==> config.mk <==
export PLATFORM = sky130hd
export DESIGN_NAME = chfi_queue
export DESIGN_NICKNAME = d
export VERILOG_FILES = /design/src/rtl/core/chfi_pkg.sv /design/src/rtl/core/chfi_queue.sv
export SDC_FILE = /design/constraint.sdc
export NUM_CORES = 1
export LEC_CHECK = 0
export ABC_AREA = 1
export BUFFER_PORTS_ARGS = -buffer_cell sky130_fd_sc_hd__buf_2
export CORE_ASPECT_RATIO = 0.9
export CORE_UTILIZATION = 55
export DETAILED_ROUTE_END_ITERATION = 7
export PLACE_DENSITY = 0.83
export RECOVER_POWER = 25
export REMOVE_ABC_BUFFERS = 1
export SKIP_LAST_GASP = 1
export SLEW_MARGIN = 0
export SYNTH_ARGS = -nofsm -noshare
export SYNTH_HDL_FRONTEND = slang
export SYNTH_SLANG_ARGS = --single-unit
==> constraint.sdc <==
create_clock -name clock -period 12.1 [get_ports clock]
set_input_delay 1.21 -clock clock [delete_from_list [all_inputs] [get_ports clock]]
set_output_delay 1.21 -clock clock [all_outputs]
set_load 0.02 [all_outputs]
==> src/rtl/core/chfi_pkg.sv <==
`timescale 1ns / 1ps
// ----------------------------------------------------------------------------
// chfi_pkg
// Shared constants and types of the chained hash find-or-insert block.
// ----------------------------------------------------------------------------
package chfi_pkg;

   localparam int unsigned PrimaryBuckets = 4096;
   localparam int unsigned Capacity       = 1024;
   localparam int unsigned KeyWidth       = 64;
   localparam int unsigned ValueWidth     = 16;
   localparam int unsigned CountWidth     = 11;
   localparam int unsigned BucketWidth    = 12;
   localparam int unsigned BucketShift    = 4;
   localparam int unsigned QueueDepth     = 2;

   typedef struct packed {
      logic [KeyWidth-1:0]   key;
      logic [ValueWidth-1:0] payload;
   } item_type;

   typedef struct packed {
      logic [ValueWidth-1:0] result_value;
      logic                  found;
      logic                  full_res;
      logic [CountWidth-1:0] entry_count;
   } result_type;

endpackage

==> src/rtl/core/chfi_queue.sv <==
`timescale 1ns / 1ps
// ----------------------------------------------------------------------------
// chfi_queue
// Short item queue between the front end and the chain walker.
// ----------------------------------------------------------------------------
module chfi_queue #(
   parameter int unsigned Depth = chfi_pkg::QueueDepth
) (
   input  logic               clock,
   input  logic               reset,
   input  logic               in_valid,
   output logic               in_ready,
   input  chfi_pkg::item_type in_item,
   output logic               out_valid,
   input  logic               out_ready,
   output chfi_pkg::item_type out_item
);

   localparam int unsigned PtrWidth = (Depth > 1) ? $clog2(Depth) : 1;

   chfi_pkg::item_type    slots_ff [Depth];
   logic [PtrWidth-1:0]   wr_ptr_ff, wr_ptr_in, rd_ptr_ff, rd_ptr_in;
   logic [PtrWidth:0]     count_ff, count_in;
   logic                  push, pop;

   assign in_ready  = (count_ff != PtrWidth'(0) + (PtrWidth+1)'(Depth));
   assign out_valid = (count_ff != '0);
   assign out_item  = slots_ff[rd_ptr_ff];
   assign push      = in_valid && in_ready;
   assign pop       = out_valid && out_ready;

   always_comb begin
      wr_ptr_in = wr_ptr_ff;
      rd_ptr_in = rd_ptr_ff;
      if (push) begin
         wr_ptr_in = (wr_ptr_ff == PtrWidth'(Depth - 1)) ? '0 : wr_ptr_ff + 1'b1;
      end
      if (pop) begin
         rd_ptr_in = (rd_ptr_ff == PtrWidth'(Depth - 1)) ? '0 : rd_ptr_ff + 1'b1;
      end
      count_in = count_ff + (PtrWidth+1)'(push) - (PtrWidth+1)'(pop);
   end

   always_ff @(posedge clock) begin
      if (reset) begin
         wr_ptr_ff <= '0;
         rd_ptr_ff <= '0;
         count_ff  <= '0;
      end else begin
         wr_ptr_ff <= wr_ptr_in;
         rd_ptr_ff <= rd_ptr_in;
         count_ff  <= count_in;
      end
      if (push) begin
         slots_ff[wr_ptr_ff] <= in_item;
      end
   end

endmodule

Yosys cells after proc, flatten, opt, wreduce, memory -nomap -nowiden
Memory sizes are Yosys's and may differ from the RTL's. A register that Yosys moved wholly into a read port is not among the register bits.
Cells that the tools add are included.

storage, ports and cells
  register bits = 4
  output and inout bits = 82
  input bits = 84
  memory bits (writable) = 160
  memories kept = 1

memories
  memory    depth  bits a word  rd ports  clocked after Yosys merged registers in  wr ports  RTL line          source
  slots_ff  2      80           1         1                                        1         chfi_queue.sv:21  chfi_pkg::item_type slots_ff [Depth];

operators by class
  mux-type cells = 6
  add/sub/neg operators = 4
  equality and inequality tests = 1
  reductions and logical operators = 3

operators by type and width
  operator             number
  $mux 1               6
  $add 1x1->1 const B  2
  $add 2x1->2          1
  $logic_and 1x1->1    2
  $ne 2x2->1 const B   1
  $reduce_bool 2->1    1
  $sub 2x1->2          1

Logic depth before layout (Yosys ltp)
  depth in word-level cells = 4
  mapped depth = 11

Least setup slack after synthesis
No wires, ideal clock.

  kind = input-to-reg
  from = input in_valid
  to = memory slots_ff[1][0] (netlist bit) (enable)
  data required time = 11.579 ns
  setup slack = 6.907 ns
  data arrival time = 4.673 ns
  setup time = 0.521 ns
  cell stages on the path = 2
  path through = nand2_2 nor2_1

between the ends
  longest elaborated chain between the ends = 3

RTL lines
  what                          RTL line          source
  start: declaration            chfi_queue.sv:11  input logic in_valid,
  $logic_and 1x1->1             chfi_queue.sv:29  assign push = in_valid && in_ready;
  $mux 1                        chfi_queue.sv:54  if (push) begin
  $mux 1 (implied by the code)  chfi_queue.sv:55  slots_ff[wr_ptr_ff] <= in_item;
  end: declaration              chfi_queue.sv:21

No other way between the ends.

==> results.json <==
{
  "status": "complete, no violations",
  "area_growth_pct": 22.5,
  "synth-edff-count": 160,
  "max_freq_ghz": 0.269,
  "grt_max_degree": 65,
  "cts-root-buf": "clkbuf_16",
  "rsz0062_at_grt": "false",
  "tightest_slew_ns": 0.965,
  "drc": 0,
  "clkTransAtPathRegs_ns": 0.06,
  "final_cell_area_mm2": 0.00786,
  "grt_pass1_vias": 3333,
  "antenna_found_initial": 0,
  "drt_iter0_markers": 121,
  "dpl.hpwl_um": 6910,
  "wl_per_cell_um": 16.6,
  "async_flop_share_pct": 0,
  "port_buffers": 165,
  "post_cts.repair.setup_buffers": 0,
  "dieArea_mm2": 0.0121,
  "gr-usage-met2_pct": 30.9,
  "cts_sinks": 165,
  "synth-simple-area-share_pct": 1.23,
  "max_stage_delay_ns": 0.81,
  "cp_data_arrival_time_ns": 2.50,
  "path_max_fanout": 53,
  "place.gp.congestion": 0.689,
  "ys_ff_latch": 165,
  "drive_above_1_share_pct": 55.8,
  "cts_buffers": 17,
  "post_synth_inst_count": 285,
  "setup_tns_ns": 0,
  "rows": 37,
  "setup_violations": 0,
  "yosysMostFrequentCell": "edfxtp_1",
  "worstPathCellList": "buf_4 > mux2_4 > buf_2",
  "clock_latency_ns": 0.41,
  "fp.dieH_um": 104,
  "yosys.area.top_type": "edfxtp_1",
  "initial_core_util_pct": 56.4,
  "synthFlopType": "edfxtp_1",
  "p_per_area_mw_per_mm2": 223,
  "ir_worst_vdd_uv": 143,
  "netlist_area_mm2": 0.00642,
  "ys_top_cells_by_count": "160 x edfxtp_1, 80 x mux2_4, 8 x buf_12, 8 x inv_1, 8 x nor2_1",
  "avgViaCountPerCell": 4.93,
  "grt_pass1_wl_um": 16000,
  "nNetsFinal": 548,
  "required_ns": 10.89,
  "cap_viol_max_count": 0,
  "hold_viol": 0,
  "synth_top_area_share_pct": 74.9,
  "grt_overflow": 0,
  "fill_cells": 778,
  "skew_ns": 0.00602,
  "startpoint_type": "flop",
  "leakage_nw": 3.10,
  "syn-mean-instance-area_um2": 22.5,
  "routed_wl_um": 10500,
  "firstDrtPassIters": 4,
  "timing.slew.headroom_pct": 35.7,
  "cts_buffer_depth": 2,
  "core_area_mm2": 0.0114,
  "path_class": "flop to primary output",
  "diodes": 0,
  "die_width_um": 116,
  "synthTopCellsByArea": "edfxtp_1 75%, mux2_4 19%, buf_12 2.5%",
  "cts_tree": "yes",
  "synth_xor_area_share_pct": 0.136,
  "synth_compound_area_share_pct": 0.156,
  "synth.distinct_cells": 15,
  "met3_usage_pct": 7.52,
  "muxShareOfSynthArea_pct": 18.7,
  "crit_path_end_kind": "primary output",
  "finalMaxSlewViolations": 0,
  "yosys_warnings": 0,
  "slowest_stage": "buf_4",
  "busiest_layer": "met2",
  "h-tree-depth": 4,
  "cts-resized-gates": 0,
  "vias": 3109,
  "cts_hold_buf": 0,
  "final_antenna_net_count": 0,
  "grt_use_met1_pct": 20.8,
  "synth_top_family_by_area": "multiplexers",
  "period_share_pct": 30.7,
  "period_needed_ns": 3.71,
  "synth-adder-area-share_pct": 0.195,
  "placed_area_mm2": 0.00731,
  "ios": 166,
  "worstHoldPathType": "flop to flop",
  "grt_usage_pct": 18.4,
  "yosysSeqAreaShare_pct": 76.4
}
==> cell families after synthesis <==
group | Yosys count
flip-flops | 165
AO/OA/AOI/OAI | 2
buffers and inverters | 17
adder cells (fa/ha/maj) | 1
XOR/XNOR | 1
AND/OR/NAND/NOR | 19
multiplexers | 80
==> worst max-delay path, delay by kind of cell (launching register included) <==
kind / cells / cell delay [ns]
buf+inv: 2 / 0.97
mux: 1 / 0.36
flops: 1 / 0.69
==> area by class of cell <==
class | instances | area, um^2 | area share [%]
clock buffer | 18 | 429 | 5.46
clock inverter | 13 | 140 | 1.78
inverter | 8 | 30.0 | 0.382
multi-input combinational | 103 | 1330 | 16.9
sequential | 165 | 4910 | 62.5
tap | 156 | 195 | 2.48
timing repair buffer | 168 | 830 | 10.6
==> report_power, final <==
group | leakage, nW | internal (mW) | switching, mW | total, mW
clock network | 0.285 | 0.319 | 0.196 | 0.515
registers | 1.54 | 0.727 | 0.0376 | 0.764
logic | 1.28 | 0.211 | 0.259 | 0.470
total | 3.10 | 1.26 | 0.493 | 1.75
==> cells in the final DEF (no fill, tap or decap) <==
| master | n |
|---|---|
| clkinv_1 | 3 |
| a21oi_1 | 2 |
| buf_2 | 150 |
| nand2_1 | 7 |
| nor2_4 | 2 |
| dfxtp_4 | 1 |
| nor2_1 | 6 |
| clkbuf_16 | 17 |
| clkinv_2 | 6 |
| clkinv_4 | 1 |
| bufinv_16 | 3 |
| dfxtp_1 | 4 |
| nand3_1 | 1 |
| nor3_1 | 1 |
| nor2_2 | 1 |
| mux2_4 | 80 |
| nand2_2 | 1 |
| ha_1 | 1 |
| buf_4 | 3 |
| edfxtp_1 | 160 |
| xnor2_1 | 1 |
| clkbuf_1 | 16 |
| inv_1 | 8 |
==> state kept, by name, indices dropped and copies added (netlist names), named ones only <==
signal,flops
slots_ff,160
count_ff,2
rd_ptr_ff,1
wr_ptr_ff,1
==> final timing paths <==
check                                 start         endpoint  slack (ns)  depth (start not counted)
worst min-delay path              rd_ptr_ff        rd_ptr_ff        0.50                          2
worst max-delay path                   flop     out_item[42]        8.39                          3
worst max register to register  count_ff[0]  slots_ff[1][76]        9.67                          5
worst min register to register    rd_ptr_ff        rd_ptr_ff        0.50                          2
==> metal layers <==
layer	vias to the layer above	part of all wire, %
li1	1463	-
met1	1507	40
met2	124	51
met3	15	7.7
met4	0	1.1
met5	-	0
==> per-stage QoR <==
step / setup WS [ns] / power [mW] / util, % / cells / hold slack (ns)
2_1_floorplan: 6.91 / 1.14 / - / 276 / 0.467
3_3_place_gp: 8.79 / 1.24 / 64.2 / 600 / 0.484
3_5_place_dp: 8.78 / 1.25 / 64.2 / 600 / 0.486
4_1_cts: 8.33 / 1.77 / 69.2 / 631 / 0.505
5_1_grt: 8.25 / 1.83 / 69.0 / 631 / 0.563
6_report: 8.39 / 1.75 / 69.0 / 631 / 0.502
(Power assumes the default switching activity.)
